[config.mk]
export PLATFORM = sky130hd
export DESIGN_NAME = dsl_char_tokenizer
export DESIGN_NICKNAME = d
export VERILOG_FILES = /design/src/hdl/dct_pkg.sv /design/src/hdl/dct_lex_core.sv /design/src/hdl/dct_token_fifo.sv /design/src/hdl/dsl_char_tokenizer.sv
export VERILOG_INCLUDE_DIRS = /design/src /design/src/hdl
export SDC_FILE = /design/constraint.sdc
export NUM_CORES = 1
export LEC_CHECK = 0
export BUFFER_PORTS_ARGS = -buffer_cell sky130_fd_sc_hd__buf_2
export CAP_MARGIN = 15
export CELL_PAD_IN_SITES_DETAIL_PLACEMENT = 1
export CELL_PAD_IN_SITES_GLOBAL_PLACEMENT = 1
export CORE_MARGIN = 8
export CORE_UTILIZATION = 50
export CTS_CLUSTER_SIZE = 8
export DETAILED_ROUTE_END_ITERATION = 8
export PLACE_DENSITY_LB_ADDON = 0.05
export SLEW_MARGIN = 30
export SYNTH_ARGS = -nofsm -noshare
export SYNTH_HDL_FRONTEND = slang
export SYNTH_SLANG_ARGS = --single-unit
export TNS_END_PERCENT = 1
[constraint.sdc]
create_clock -name clock -period 23.8 [get_ports clock]
set_clock_uncertainty 0.2 [all_clocks]
set_input_delay 0 -clock clock [delete_from_list [all_inputs] [get_ports clock]]
set_output_delay 0 -clock clock [all_outputs]
set_load 0.02 [all_outputs]
[src/hdl/dsl_char_tokenizer_defines.svh]
// ----------------------------------------------------------------------------
// dsl_char_tokenizer_defines.svh
// Assertion macros shared by the tokenizer RTL files.
// ----------------------------------------------------------------------------
`ifndef DSL_CHAR_TOKENIZER_DEFINES_SVH
`define DSL_CHAR_TOKENIZER_DEFINES_SVH

`ifndef SYNTHESIS
// Same-cycle implication, checked at every rising edge outside reset.
`define DCT_ASSERT_IMPLY(label, clk, rst, ante, cons) \
   label: assert property (@(posedge clk) disable iff (rst) (ante) |-> (cons)) \
      else $error("tokenizer check failed (same cycle)");
// Next-cycle implication.
`define DCT_ASSERT_NEXT(label, clk, rst, ante, cons) \
   label: assert property (@(posedge clk) disable iff (rst) (ante) |=> (cons)) \
      else $error("tokenizer check failed (next cycle)");
`else
`define DCT_ASSERT_IMPLY(label, clk, rst, ante, cons)
`define DCT_ASSERT_NEXT(label, clk, rst, ante, cons)
`endif

`endif

[src/hdl/dct_pkg.sv]
// ----------------------------------------------------------------------------
// dct_pkg
// Types, codes and character classes shared by the tokenizer modules.
// ----------------------------------------------------------------------------
package dct_pkg;

   localparam int POS_WIDTH = 16;
   localparam logic [POS_WIDTH-1:0] POS_MAX = '1;

   localparam int MAX_RESULTS = 3;
   localparam int FIFO_DEPTH  = 8;
   localparam int FIFO_PTR_W  = $clog2(FIFO_DEPTH);
   localparam int FIFO_CNT_W  = $clog2(FIFO_DEPTH + 1);

   // token kinds
   localparam logic [4:0] KIND_END    = 5'd0;
   localparam logic [4:0] KIND_IDENT  = 5'd1;
   localparam logic [4:0] KIND_NUMBER = 5'd2;
   localparam logic [4:0] KIND_LBRACE = 5'd3;
   localparam logic [4:0] KIND_RBRACE = 5'd4;
   localparam logic [4:0] KIND_LPAREN = 5'd5;
   localparam logic [4:0] KIND_RPAREN = 5'd6;
   localparam logic [4:0] KIND_LBRACK = 5'd7;
   localparam logic [4:0] KIND_RBRACK = 5'd8;
   localparam logic [4:0] KIND_COLON  = 5'd9;
   localparam logic [4:0] KIND_SEMI   = 5'd10;
   localparam logic [4:0] KIND_COMMA  = 5'd11;
   localparam logic [4:0] KIND_ASSIGN = 5'd12;
   localparam logic [4:0] KIND_PLUS   = 5'd13;
   localparam logic [4:0] KIND_MINUS  = 5'd14;
   localparam logic [4:0] KIND_STAR   = 5'd15;
   localparam logic [4:0] KIND_SLASH  = 5'd16;
   localparam logic [4:0] KIND_CARET  = 5'd17;
   localparam logic [4:0] KIND_ERROR  = 5'd18;

   // characters with a role of their own
   localparam logic [7:0] CHAR_UNDER   = 8'h5F;
   localparam logic [7:0] CHAR_DOT     = 8'h2E;
   localparam logic [7:0] CHAR_LOWER_E = 8'h65;
   localparam logic [7:0] CHAR_UPPER_E = 8'h45;
   localparam logic [7:0] CHAR_PLUS    = 8'h2B;
   localparam logic [7:0] CHAR_MINUS   = 8'h2D;
   localparam logic [7:0] CHAR_STAR    = 8'h2A;
   localparam logic [7:0] CHAR_SLASH   = 8'h2F;
   localparam logic [7:0] CHAR_NEWLINE = 8'h0A;
   localparam logic [7:0] CHAR_CARET   = 8'h5E;

   typedef enum logic [2:0] {
      MODE_NORMAL = 3'd0,
      MODE_IDENT  = 3'd1,
      MODE_NUMBER = 3'd2,
      MODE_SLASH  = 3'd3,
      MODE_DOT    = 3'd4,
      MODE_LINE   = 3'd5,
      MODE_BLOCK  = 3'd6
   } lex_mode_type;

   typedef struct packed {
      logic [4:0]           kind;
      logic                 malformed;
      logic [POS_WIDTH-1:0] line;
      logic [POS_WIDTH-1:0] column;
      logic [POS_WIDTH-1:0] length;
      logic                 last;
   } token_type;

   // tokens produced by one accepted request, oldest in slot 0
   typedef struct packed {
      logic [1:0]                     count;
      token_type [MAX_RESULTS-1:0]    tok;
   } push_type;

   function automatic logic [POS_WIDTH-1:0] sat_inc(input logic [POS_WIDTH-1:0] v);
      return (v == POS_MAX) ? v : v + POS_WIDTH'(1);
   endfunction

   function automatic logic is_alpha(input logic [7:0] b);
      return (b >= 8'h61 && b <= 8'h7A) || (b >= 8'h41 && b <= 8'h5A);
   endfunction

   function automatic logic is_digit(input logic [7:0] b);
      return b >= 8'h30 && b <= 8'h39;
   endfunction

   function automatic logic is_space(input logic [7:0] b);
      return b == 8'h20 || (b >= 8'h09 && b <= 8'h0D);
   endfunction

   function automatic logic is_ident_char(input logic [7:0] b);
      return is_alpha(b) || is_digit(b) || b == CHAR_UNDER;
   endfunction

   function automatic logic [4:0] punct_kind(input logic [7:0] b);
      logic [4:0] k;
      unique case (b)
         8'h7B:      k = KIND_LBRACE;
         8'h7D:      k = KIND_RBRACE;
         8'h28:      k = KIND_LPAREN;
         8'h29:      k = KIND_RPAREN;
         8'h5B:      k = KIND_LBRACK;
         8'h5D:      k = KIND_RBRACK;
         8'h3A:      k = KIND_COLON;
         8'h3B:      k = KIND_SEMI;
         8'h2C:      k = KIND_COMMA;
         8'h3D:      k = KIND_ASSIGN;
         CHAR_PLUS:  k = KIND_PLUS;
         CHAR_MINUS: k = KIND_MINUS;
         CHAR_STAR:  k = KIND_STAR;
         CHAR_SLASH: k = KIND_SLASH;
         CHAR_CARET: k = KIND_CARET;
         default:    k = KIND_ERROR;
      endcase
      return k;
   endfunction

   function automatic token_type mk_token(input logic [4:0] kind, input logic bad,
                                          input logic [POS_WIDTH-1:0] line,
                                          input logic [POS_WIDTH-1:0] column,
                                          input logic [POS_WIDTH-1:0] length);
      token_type t;
      t.kind      = kind;
      t.malformed = bad;
      t.line      = line;
      t.column    = column;
      t.length    = length;
      t.last      = 1'b0;
      return t;
   endfunction

endpackage

[src/hdl/dct_lex_core.sv]
// ----------------------------------------------------------------------------
// dct_lex_core
// Lexer state and per-byte next-state logic; yields up to three tokens.
// ----------------------------------------------------------------------------
`include "dsl_char_tokenizer_defines.svh"

module dct_lex_core (
   input  logic              clock,
   input  logic              reset,
   input  logic              req_accept,
   input  logic [7:0]        char_code,
   input  logic              end_of_source,
   output dct_pkg::push_type push
);
   import dct_pkg::*;

   lex_mode_type         mode_ff, mode_in;
   logic [POS_WIDTH-1:0] line_ff, line_in, col_ff, col_in;
   logic [POS_WIDTH-1:0] sline_ff, sline_in, scol_ff, scol_in, plen_ff, plen_in;
   logic                 star_ff, star_in, exp_ff, exp_in, sign_ff, sign_in;
   logic [1:0]           dots_ff, dots_in;
   logic                 expdig_ff, expdig_in, dotexp_ff, dotexp_in;

   // event slots in emission order: mode flush, fresh punctuator,
   // end-of-source flush, end token
   token_type [3:0] slot;
   logic [3:0]      slot_vld;

   always_ff @(posedge clock) begin
      if (reset) begin
         mode_ff   <= MODE_NORMAL;
         line_ff   <= POS_WIDTH'(1);
         col_ff    <= POS_WIDTH'(1);
         sline_ff  <= '0;
         scol_ff   <= '0;
         plen_ff   <= '0;
         star_ff   <= 1'b0;
         exp_ff    <= 1'b0;
         sign_ff   <= 1'b0;
         dots_ff   <= '0;
         expdig_ff <= 1'b0;
         dotexp_ff <= 1'b0;
      end else if (req_accept) begin
         mode_ff   <= mode_in;
         line_ff   <= line_in;
         col_ff    <= col_in;
         sline_ff  <= sline_in;
         scol_ff   <= scol_in;
         plen_ff   <= plen_in;
         star_ff   <= star_in;
         exp_ff    <= exp_in;
         sign_ff   <= sign_in;
         dots_ff   <= dots_in;
         expdig_ff <= expdig_in;
         dotexp_ff <= dotexp_in;
      end
   end

   always_comb begin : p_next
      logic b_digit, b_dot, b_nl, do_fresh, bad_now, bad_new;
      b_digit   = is_digit(char_code);
      b_dot     = (char_code == CHAR_DOT);
      b_nl      = (char_code == CHAR_NEWLINE);
      do_fresh  = 1'b0;
      bad_new   = 1'b0;
      mode_in   = mode_ff;
      sline_in  = sline_ff;
      scol_in   = scol_ff;
      plen_in   = plen_ff;
      star_in   = star_ff;
      exp_in    = exp_ff;
      sign_in   = sign_ff;
      dots_in   = dots_ff;
      expdig_in = expdig_ff;
      dotexp_in = dotexp_ff;
      slot      = '0;
      slot_vld  = '0;
      bad_now   = (dots_ff >= 2'd2) || (exp_ff && (!expdig_ff || dotexp_ff));

      unique case (mode_ff)
         MODE_IDENT: begin
            if (is_ident_char(char_code)) begin
               plen_in = sat_inc(plen_ff);
            end else begin
               slot[0]     = mk_token(KIND_IDENT, 1'b0, sline_ff, scol_ff, plen_ff);
               slot_vld[0] = 1'b1;
               do_fresh    = 1'b1;
            end
         end
         MODE_NUMBER: begin
            sign_in = 1'b0;
            if (sign_ff && (char_code == CHAR_PLUS || char_code == CHAR_MINUS)) begin
               plen_in = sat_inc(plen_ff);
            end else if (b_digit || b_dot) begin
               if (exp_ff) begin
                  if (b_dot) dotexp_in = 1'b1;
                  else       expdig_in = 1'b1;
               end else if (b_dot && dots_ff < 2'd2) begin
                  dots_in = dots_ff + 2'd1;
               end
               plen_in = sat_inc(plen_ff);
            end else if ((char_code == CHAR_LOWER_E || char_code == CHAR_UPPER_E)
                         && !exp_ff) begin
               exp_in  = 1'b1;
               sign_in = 1'b1;
               plen_in = sat_inc(plen_ff);
            end else begin
               slot[0]     = mk_token(KIND_NUMBER, bad_now, sline_ff, scol_ff, plen_ff);
               slot_vld[0] = 1'b1;
               do_fresh    = 1'b1;
            end
         end
         MODE_SLASH: begin
            if (char_code == CHAR_SLASH) begin
               mode_in = MODE_LINE;
            end else if (char_code == CHAR_STAR) begin
               mode_in = MODE_BLOCK;
               star_in = 1'b0;
            end else begin
               slot[0]     = mk_token(KIND_SLASH, 1'b0, sline_ff, scol_ff, POS_WIDTH'(1));
               slot_vld[0] = 1'b1;
               do_fresh    = 1'b1;
            end
         end
         MODE_DOT: begin
            if (b_digit) begin
               exp_in    = 1'b0;
               sign_in   = 1'b0;
               expdig_in = 1'b0;
               dotexp_in = 1'b0;
               dots_in   = 2'd1;
               plen_in   = POS_WIDTH'(2);
               mode_in   = MODE_NUMBER;
            end else begin
               slot[0]     = mk_token(KIND_ERROR, 1'b0, sline_ff, scol_ff, POS_WIDTH'(1));
               slot_vld[0] = 1'b1;
               do_fresh    = 1'b1;
            end
         end
         MODE_LINE: begin
            if (b_nl) mode_in = MODE_NORMAL;
         end
         MODE_BLOCK: begin
            if (star_ff && char_code == CHAR_SLASH) begin
               star_in = 1'b0;
               mode_in = MODE_NORMAL;
            end else if (end_of_source) begin
               // unterminated comment: lex the final byte as ordinary input
               star_in  = 1'b0;
               do_fresh = 1'b1;
            end else begin
               star_in = (char_code == CHAR_STAR);
            end
         end
         default: do_fresh = 1'b1;
      endcase

      if (do_fresh) begin
         mode_in = MODE_NORMAL;
         if (is_space(char_code)) begin
            mode_in = MODE_NORMAL;
         end else if (is_alpha(char_code) || char_code == CHAR_UNDER || b_digit
                      || b_dot || char_code == CHAR_SLASH) begin
            sline_in = line_ff;
            scol_in  = col_ff;
            plen_in  = POS_WIDTH'(1);
            if (b_digit) begin
               exp_in    = 1'b0;
               sign_in   = 1'b0;
               dots_in   = '0;
               expdig_in = 1'b0;
               dotexp_in = 1'b0;
               mode_in   = MODE_NUMBER;
            end else if (b_dot) begin
               mode_in = MODE_DOT;
            end else if (char_code == CHAR_SLASH) begin
               mode_in = MODE_SLASH;
            end else begin
               mode_in = MODE_IDENT;
            end
         end else begin
            slot[1]     = mk_token(punct_kind(char_code), 1'b0, line_ff, col_ff,
                                   POS_WIDTH'(1));
            slot_vld[1] = 1'b1;
         end
      end

      if (b_nl) begin
         line_in = sat_inc(line_ff);
         col_in  = POS_WIDTH'(1);
      end else begin
         line_in = line_ff;
         col_in  = sat_inc(col_ff);
      end

      if (end_of_source) begin
         bad_new = (dots_in >= 2'd2) || (exp_in && (!expdig_in || dotexp_in));
         slot_vld[2] = 1'b1;
         unique case (mode_in)
            MODE_IDENT:  slot[2] = mk_token(KIND_IDENT, 1'b0, sline_in, scol_in, plen_in);
            MODE_NUMBER: slot[2] = mk_token(KIND_NUMBER, bad_new, sline_in, scol_in, plen_in);
            MODE_SLASH:  slot[2] = mk_token(KIND_SLASH, 1'b0, sline_in, scol_in,
                                            POS_WIDTH'(1));
            MODE_DOT:    slot[2] = mk_token(KIND_ERROR, 1'b0, sline_in, scol_in,
                                            POS_WIDTH'(1));
            default:     slot_vld[2] = 1'b0;
         endcase
         slot[3]     = mk_token(KIND_END, 1'b0, line_in, col_in, '0);
         slot_vld[3] = 1'b1;
         // return to the reset state for the next source
         mode_in   = MODE_NORMAL;
         line_in   = POS_WIDTH'(1);
         col_in    = POS_WIDTH'(1);
         sline_in  = '0;
         scol_in   = '0;
         plen_in   = '0;
         star_in   = 1'b0;
         exp_in    = 1'b0;
         sign_in   = 1'b0;
         dots_in   = '0;
         expdig_in = 1'b0;
         dotexp_in = 1'b0;
      end
   end

   // pack the valid slots in order; at most three are ever valid together
   always_comb begin : p_pack
      logic [2:0] idx;
      idx      = '0;
      push.tok = '0;
      for (int i = 0; i < 4; i++) begin
         if (slot_vld[i] && idx < 3'(MAX_RESULTS)) begin
            push.tok[idx[1:0]] = slot[i];
            idx                = idx + 3'd1;
         end
      end
      if (idx != 3'd0) push.tok[idx[1:0] - 2'd1].last = 1'b1;
      push.count = req_accept ? idx[1:0] : 2'd0;
   end

   `DCT_ASSERT_IMPLY(a_last_yields_token, clock, reset, req_accept && end_of_source, push.count != 2'd0)
   `DCT_ASSERT_NEXT(a_reset_after_last, clock, reset, req_accept && end_of_source, mode_ff == MODE_NORMAL && line_ff == POS_WIDTH'(1))

endmodule

[src/hdl/dct_token_fifo.sv]
// ----------------------------------------------------------------------------
// dct_token_fifo
// Result buffer: takes up to three tokens a cycle, delivers one a cycle while out_ready is high.
// ----------------------------------------------------------------------------
`include "dsl_char_tokenizer_defines.svh"

module dct_token_fifo (
   input  logic               clock,
   input  logic               reset,
   input  dct_pkg::push_type  push,
   output logic               room,
   output logic               out_valid,
   input  logic               out_ready,
   output dct_pkg::token_type out_tok
);
   import dct_pkg::*;

   token_type               mem_ff [FIFO_DEPTH];
   logic [FIFO_PTR_W-1:0]   wr_ptr_ff, wr_ptr_in, rd_ptr_ff, rd_ptr_in;
   logic [FIFO_CNT_W-1:0]   count_ff, count_in;
   logic [FIFO_DEPTH-1:0]   wr_en;
   logic [FIFO_PTR_W-1:0]   wr_off [FIFO_DEPTH];
   logic                    pop;

   assign pop       = out_valid && out_ready;
   assign out_valid = (count_ff != '0);
   assign out_tok   = mem_ff[rd_ptr_ff];
   assign room      = (count_ff <= FIFO_CNT_W'(FIFO_DEPTH - MAX_RESULTS));

   // each entry checks whether it falls within this cycle's write window
   always_comb begin
      for (int j = 0; j < FIFO_DEPTH; j++) begin
         wr_off[j] = FIFO_PTR_W'(j) - wr_ptr_ff;
         wr_en[j]  = (wr_off[j] < FIFO_PTR_W'(push.count));
      end
      wr_ptr_in = wr_ptr_ff + FIFO_PTR_W'(push.count);
      rd_ptr_in = rd_ptr_ff + FIFO_PTR_W'(pop);
      count_in  = count_ff + FIFO_CNT_W'(push.count) - FIFO_CNT_W'(pop);
   end

   always_ff @(posedge clock) begin
      for (int j = 0; j < FIFO_DEPTH; j++) begin
         if (wr_en[j]) mem_ff[j] <= push.tok[wr_off[j][1:0]];
      end
   end

   always_ff @(posedge clock) begin
      if (reset) begin
         wr_ptr_ff <= '0;
         rd_ptr_ff <= '0;
         count_ff  <= '0;
      end else begin
         wr_ptr_ff <= wr_ptr_in;
         rd_ptr_ff <= rd_ptr_in;
         count_ff  <= count_in;
      end
   end

   `DCT_ASSERT_IMPLY(a_no_overflow, clock, reset, 1'b1, count_ff <= FIFO_CNT_W'(FIFO_DEPTH))
   `DCT_ASSERT_IMPLY(a_push_has_room, clock, reset, push.count != 2'd0, room)

endmodule

[src/hdl/dsl_char_tokenizer.sv]
// ----------------------------------------------------------------------------
// dsl_char_tokenizer
// Streaming tokenizer: one source byte per request, tokens out one at a time.
// ----------------------------------------------------------------------------
//
//   channel | ports                                   | direction
//   --------+-----------------------------------------+----------
//   req     | req_valid/ready, char_code, end_of_src  | in
//   rsp     | rsp_valid/ready, token_* , last_of_run  | out
//
// One byte is taken every cycle while req_ready is high; the lexer state
// updates at the accepting edge and the tokens it causes (zero to three)
// are written at that edge into an eight-entry result buffer. It drains
// one token per cycle while rsp_ready is high; req_ready drops only while
// fewer than three entries are free, so long multi-token runs stall.
// Synchronous reset returns line and column to 1 and the buffer to empty;
// no clearing pass is needed.
// ----------------------------------------------------------------------------
module dsl_char_tokenizer (
   input  logic        clock,
   input  logic        reset,
   input  logic        req_valid,
   output logic        req_ready,
   input  logic [7:0]  req_char_code,
   input  logic        req_end_of_source,
   output logic        rsp_valid,
   input  logic        rsp_ready,
   output logic [4:0]  rsp_token_kind,
   output logic        rsp_number_malformed,
   output logic [15:0] rsp_token_line,
   output logic [15:0] rsp_token_column,
   output logic [15:0] rsp_token_length,
   output logic        rsp_last_of_run
);
   import dct_pkg::*;

   push_type  push;
   token_type head;
   logic      req_accept;

   // a request is taken whenever the buffer can absorb a worst-case burst
   assign req_accept = req_valid && req_ready;

   dct_lex_core u_core (
      .clock         (clock),
      .reset         (reset),
      .req_accept    (req_accept),
      .char_code     (req_char_code),
      .end_of_source (req_end_of_source),
      .push          (push)
   );

   dct_token_fifo u_fifo (
      .clock     (clock),
      .reset     (reset),
      .push      (push),
      .room      (req_ready),
      .out_valid (rsp_valid),
      .out_ready (rsp_ready),
      .out_tok   (head)
   );

   // drive the result fields straight from the buffer head
   assign rsp_token_kind       = head.kind;
   assign rsp_number_malformed = head.malformed;
   assign rsp_token_line       = head.line[15:0];
   assign rsp_token_column     = head.column[15:0];
   assign rsp_token_length     = head.length[15:0];
   assign rsp_last_of_run      = head.last;

endmodule
==> results of run 1 <==
==> Yosys cell counts, types with 38 or more instances <==
| library cell | number | share of area, % |
|---|---|---|
| a21oi_1 | 124 | 2.0 |
| a22oi_1 | 82 | 2.0 |
| and2_1 | 38 | 0.78 |
| clkbuf_1 | 179 | 2.2 |
| dfxtp_1 | 100 | 6.6 |
| edfxtp_1 | 440 | 44 |
| mux2_2 | 99 | 3.7 |
| mux2i_1 | 38 | 1.3 |
| mux4_2 | 110 | 8.2 |
| nand2_1 | 231 | 2.9 |
| nand3_1 | 71 | 1.2 |
| nor2_1 | 260 | 3.2 |
| nor3_1 | 41 | 0.68 |
| o21ai_0 | 99 | 1.6 |
| o22ai_1 | 74 | 1.5 |
==> metal layers <==
layer | vias up | GRT usage [%] | share of wire, %
li1 | 10500 | - | -
met1 | 13000 | 47.0 | 42
met2 | 1436 | 51.7 | 45
met3 | 275 | 7.35 | 10
met4 | 4 | 13.2 | 3.5
met5 | - | 0 | 0.026
==> through the flow <==
stage / hold slack, ns / area (um2) / std cells
2_1_floorplan: 0.147 / 30300 / 2676
3_3_place_gp: 0.217 / 31300 / 3355
3_5_place_dp: 0.224 / 31300 / 3355
4_1_cts: 0.00194 / 33700 / 3508
5_1_grt: 0.0776 / 33700 / 3511
6_report: 0.0375 / 33700 / 3512
==> flip-flops by register name, summed over array words and instances (netlist names), 2 cells and up <==
register,cells
u_core.col_ff,16
u_core.dots_ff,2
u_core.scol_ff,16
u_fifo.count_ff,4
u_fifo.wr_ptr_ff,3
u_core.plen_ff,16
u_fifo.mem_ff,440
u_core.line_ff,16
u_core.sline_ff,16
u_core.mode_ff,3
u_fifo.rd_ptr_ff,3
==> layout by cell type (no fill, tap or decap), types with 33 or more instances in the layout <==
master,instances
a22oi_1,82
nor3_1,38
mux4_2,110
a21oi_1,124
o22ai_1,74
dfxtp_1,95
o21ai_0,97
mux2_2,99
nand3_1,71
edfxtp_1,440
buf_2,68
clkbuf_1,58
nor2_1,256
o221ai_1,33
and2_1,35
mux2i_1,38
buf_4,67
nand2_1,228
clkbuf_16,78
==> worst max path at each step <==
stage,depth (start not counted),to
floorplan,18,u_fifo.mem_ff[7][0]
global placement,16,u_fifo.mem_ff[6][52]
detailed placement,16,u_fifo.mem_ff[6][15]
CTS,16,u_fifo.mem_ff[0][18]
global route,16,u_fifo.mem_ff[0][18]
finish,16,u_fifo.mem_ff[0][18]
==> final cells by class <==
cell class                      instances  area [um2]  share of cell area (%)
Tap cell                              782         978                    2.90
Clock buffer                          136        2170                    6.44
Clock inverter                          7         104                   0.308
Timing Repair Buffer                  149         997                    2.96
Inverter                               32         120                   0.356
Sequential cell                       540       15200                    45.2
Multi-Input combinational cell       1865       14100                    41.9
Antenna cell                            1        2.50                 0.00742
==> worst max-delay path: stages, from the launching register on <==
cell and delay (ns):
dfxtp_1 0.63, or3b_1 0.49, or4_4 0.60, nand2_1 0.17
nor2_2 0.10, inv_2 0.64, ha_1 0.47, a21oi_1 0.15
fa_1 0.62, a21boi_1 0.53, nand2_1 0.68, nand3_1 0.60
nor4_4 0.06, buf_4 0.28, a221oi_1 0.79, nand2_1 0.14
a32o_1 0.32
==> power by group <==
group	total (mW)	leakage, nW	switching (mW)	internal [mW]
logic	1.46	4.93	0.981	0.483
clock network	1.04	1.08	0.427	0.618
registers	1.46	4.92	0.103	1.35
==> logic make-up (layout without fill, tap and decap cells) <==
family                   after synthesis  after routing  synth area share, %
AO/OA/AOI/OAI                        736            736                 17.5
XOR/XNOR                              31             31                0.896
adder cells (fa/ha/maj)               32             32                 1.40
buffers and inverters                271            324                 3.58
flip-flops                           540            540                 50.2
multiplexers                         248            248                 13.2
other                                  0              1                    0
AND/OR/NAND/NOR                      818            818                 13.2
==> flow_summary.ini, run 1 <==
[outcome]
status = finished, final reports clean

[cells_and_area]
fillCellCount = 6164
drive_gt1_share_pct = 19.0
area_growth_pct = 11.3
nNetsFinal = 2710
utilization_pct = 56.1

[critical_path]
crit_start = u_core.mode_ff[1]
path_max_fanout = 34
r2r_start = u_core.mode_ff[1]
arrival_ns = 7.93
reg2reg_depth = 16
crit_type = reg2reg
cp-end-kind = register
start_kind = register
r2r_slack_ns = 16.03
crit_required_ns = 23.95
r2r_end = u_fifo.mem_ff[0][18]

[route]
drt_iter0_drc = 2996
drt_wl_total_um = 118000
drtPass1Iterations = 5
vias = 25200
vias_per_cell = 7.18
drc = 0
wl_per_cell_um = 33.5
ant_nets = 0

[grt]
grt_pass1_wl_um = 172000
grt-ovfl-total = 0
antenna_found_initial = 2
grt_pass1_vias = 25700
grt_max_degree = 71
grt.total_usage_pct = 33.8

[job]
max_cap_viol_count = 0

[yosys]
netlist_instances = 2676
synth_edf_count = 440
yosys_most_used_dff = edfxtp_1
ys_seq_elements = 540
yosysUniqueCellTypes = 109
yosys_warnings = 0
synthesis.area_um2 = 30300
synth_async_sr_flop_share_pct = 0
syn_nets = 2721
synth_seq_area_share_pct = 50.2
syn_avg_cell_area_um2 = 11.3

[sta]
fin_ws_ns = 16.03
setup_violations = 0
slew_violations = 0
min_period_ns = 7.77
final.setup.tns_ns = 0
max_freq_mhz = 129
relSlewSlack_pct = 27.3
hold_viol = 0
worst_pin_slew_ns = 1.08
grt_setup_unrepaired = no
period_share_pct = 32.7

[placement]
routabilityCongestion = 0.938
port_buffers = 69
pre_cts_slack_ns = 16.36
dp_hpwl_um = 76800

[pwr]
p_per_area_nw_per_um2 = 118
power_mw = 3.96
p_leak_nw = 10.9
ir_drop_uv = 192

[floorplan]
coreArea_um2 = 60100
die_height_um = 262
num_rows = 90
start_util_pct = 50.4
die_w_um = 262
dieArea_um2 = 68700
io_pins = 70

[worst_hold_path]
min_delay_path_depth = 5
hold_path_class = in2reg
min-delay-start = req_char_code[4]
min_to = u_core.star_ff

[clocking]
cts_tree = built
cts_buffer_depth = 3
post-cts-setup-buffers = 0
htreeDepth = 3
clock-sinks = 540
cts_hold_buffers = 10
cts.root.buffer_cell = clkbuf_16
cts.clk_slew.worst_paths_ns = 0.05
numCtsBuffers = 77
ctsResizeCount = 0
clkLatencyLatePin_ns = 0.62
Note: power is estimated with default switching activity, not from simulation.
==> run 2, diff against run 1 <==
--- a/config.mk
+++ b/config.mk
@@ -6,12 +6,13 @@
 export SDC_FILE = /design/constraint.sdc
 export NUM_CORES = 1
 export LEC_CHECK = 0
+export ABC_AREA = 1
 export BUFFER_PORTS_ARGS = -buffer_cell sky130_fd_sc_hd__buf_2
 export CAP_MARGIN = 15
 export CELL_PAD_IN_SITES_DETAIL_PLACEMENT = 1
 export CELL_PAD_IN_SITES_GLOBAL_PLACEMENT = 1
 export CORE_MARGIN = 8
-export CORE_UTILIZATION = 50
+export CORE_UTILIZATION = 48
 export CTS_CLUSTER_SIZE = 8
 export DETAILED_ROUTE_END_ITERATION = 8
 export PLACE_DENSITY_LB_ADDON = 0.05
==> constraint.sdc (replaced) <==
create_clock -name clock -period 7.2 [get_ports clock]
set_clock_uncertainty 0.2 [all_clocks]
set_input_delay 0 -clock clock [delete_from_list [all_inputs] [get_ports clock]]
set_output_delay 0 -clock clock [all_outputs]
set_load 0.02 [all_outputs]
==> run 2 against run 1 <==
Net effect:
- combinational power grew to 4.0 times the previous value
- core utilization is 2.4 points lower
- clock-buffer cell count is 39 lower
- register-to-register slack worse by 15 ns
- worst setup slack worse by 15 ns
- highest routed layer unchanged
- cell count is 37% higher
==> flow_summary.ini, run 2 <==
[critical_path]
cp_num_buf_inv = 9
worst_path_max_delay_cell = dlygate4sd3_1
cp-end-kind = register
slowest_delay_ns = 0.63
path_max_fanout = 29
crit_required_ns = 7.25
crit_top_cell = nand2_1
arrival_ns = 6.67
start_kind = input pin
crit_type = in2reg
critical_path.top_delay_family = buffers and inverters

[yosys]
netlist_instances = 3995
synth-simple-area-share_pct = 31.2
synth_xor_area_share_pct = 0.558
synthesis.area_um2 = 31400
synth_top_family_by_area = simple AND/OR/NAND/NOR gates
syn_avg_cell_area_um2 = 7.86
synth_common_cells = nand2_1, nand3_1, nor2_1
synth_mux_area_share_pct = 0.0956
synth_seq_area_share_pct = 48.4
synth_top_area_share_pct = 42.1
yosysMostFrequentCell = nand2_1
yosys_most_used_dff = edfxtp_1
synth-compound-area-share_pct = 12.0
synth_fa_ha_area_share_pct = 1.35
syn_nets = 4040
ys_seq_elements = 540
yosysTopAreaCell = edfxtp_1
yosys_warnings = 0
synth_edf_count = 440
synth_async_sr_flop_share_pct = 0
ys_top_cells_by_area = edfxtp_1, nand2_1, nand3_1, dfxtp_1, nor2_1
yosysUniqueCellTypes = 57

[clocking]
cts.clk_slew.worst_paths_ns = 0.05
htreeDepth = 3
cts_buffer_depth = 3
numCtsBuffers = 78
clock-sinks = 540
cts_tree = built
clkLatencyLatePin_ns = 0.65
cts.root.buffer_cell = clkbuf_16

[grt]
grt_max_degree = 133
grt.total_usage_pct = 32.6
grt_pass1_vias = 29800
antenna_found_initial = 5
grt-ovfl-total = 0
grt_pass1_wl_um = 187000

[cells_and_area]
layout.cells.non_filler = 4799
regMostFlops = u_fifo.mem_ff
utilization_pct = 53.7
final_cell_mix = nand2_1, nand3_1, nor2_1
nNetsFinal = 3960
area_growth_pct = 10.4
largest_reg_flops = 440
drive_gt1_share_pct = 8.63
layout_commonest_cell = nand2_1

[pwr]
power_mw = 14.3
p_per_area_nw_per_um2 = 414
ir_drop_uv = 263
p_leak_nw = 13.4

[sta]
max_freq_mhz = 151
hold_viol = 0
worst_pin_slew_ns = 1.09
relSlewSlack_pct = 27.1
slew_violations = 0
period_share_pct = 91.9
grt_setup_unrepaired = no
setup_violations = 0
min_period_ns = 6.62

[job]
max_cap_viol_count = 0

[floorplan]
start_util_pct = 48.6
die_w_um = 272
die_height_um = 272
dieArea_um2 = 73900
io_pins = 70
coreArea_um2 = 64600
num_rows = 93

[placement]
port_buffers = 69
routabilityCongestion = 0.887
dp_hpwl_um = 83500
placed_cells = 4674

[worst_hold_path]
hold_path_class = in2reg

[route]
drtPass1Iterations = 5
wl_per_cell_um = 26.1
vias = 30300
drt_iter0_drc = 3785
drt_wl_total_um = 125000
ant_nets = 0
vias_per_cell = 6.32
drc = 0

[outcome]
status = finished, final reports clean
[run 2: final cells by class]
| cell class | instances | area, um2 |
|---|---|---|
| diodes | 4 | 10.0 |
| clock buffers | 97 | 2060 |
| clock inverters | 8 | 174 |
| fillers | 7781 | 29900 |
| inverters | 222 | 850 |
| multi-input cells | 2943 | 14300 |
| flip-flops and latches | 540 | 15200 |
| well taps | 855 | 1070 |
| repair buffers | 130 | 962 |
[run 2: power breakdown]
group	switching, mW	leakage [nW]	total [mW]	internal, mW
Combinational	4.55	7.44	5.85	1.31
Clock	1.43	1.08	3.44	2.01
Sequential	0.368	4.88	5.04	4.68
[run 2: through the flow]
stage	hold WS, ns	setup TNS [ns]	setup slack, ns	cell area (um2)
after global routing	0.0790	0	0.200	34600
after global placement	0.256	0	0.829	32200
after CTS	0.00594	0	0.617	34600
final	0.0192	0	0.583	34700
after floorplan	0.128	-131.26	-0.322	31400
after detailed placement	0.263	0	1.01	32200
[run 2: worst paths after layout]
check	from	endpoint	slack [ns]	depth (start not counted)
worst min-delay path	req_char_code[0]	u_core.mode_ff[2]	0.02	8
worst max register to register	u_core.mode_ff[2]	u_fifo.mem_ff[1][46]	0.94	24
worst min register to register	u_core.expdig_ff	u_core.expdig_ff	0.27	2
worst max-delay path	req_char_code[4]	u_fifo.mem_ff[1][46]	0.58	27
[run 2: cell families (layout without fill, tap and decap cells)]
family	Yosys count	count (layout)
buffers and inverters	512	457
DFF	540	540
adders and majority gates	32	32
muxes	3	3
xor gates and xnor gates	20	20
AOI/OAI and AO/OA	645	645
other	0	4
and+or+nand+nor	2243	2243
[run 2: tightest hold or removal path: cells and delay by family]
family | cells | cell delay (ns)
and+or+nand+nor | 4 | 0.42
buffers and inverters | 2 | 0.15
AOI/OAI and AO/OA | 2 | 0.22
[run 2: timing repair]
action,4_1_cts,5_1_grt
endpoints found under the hold margin,51,0
hold buffers,14,0
setup buffers,0,0
gates resized for setup,0,0
[run 2: per-layer routing]
layer  track usage (%)  wire, um  vias to the layer above
li1                  -         -                    13600
met1              49.0     55900                    15200
met2              46.5     52800                     1453
met3              9.14     14300                      147
met4              6.32      2040                        4
met5                 0        34                        -
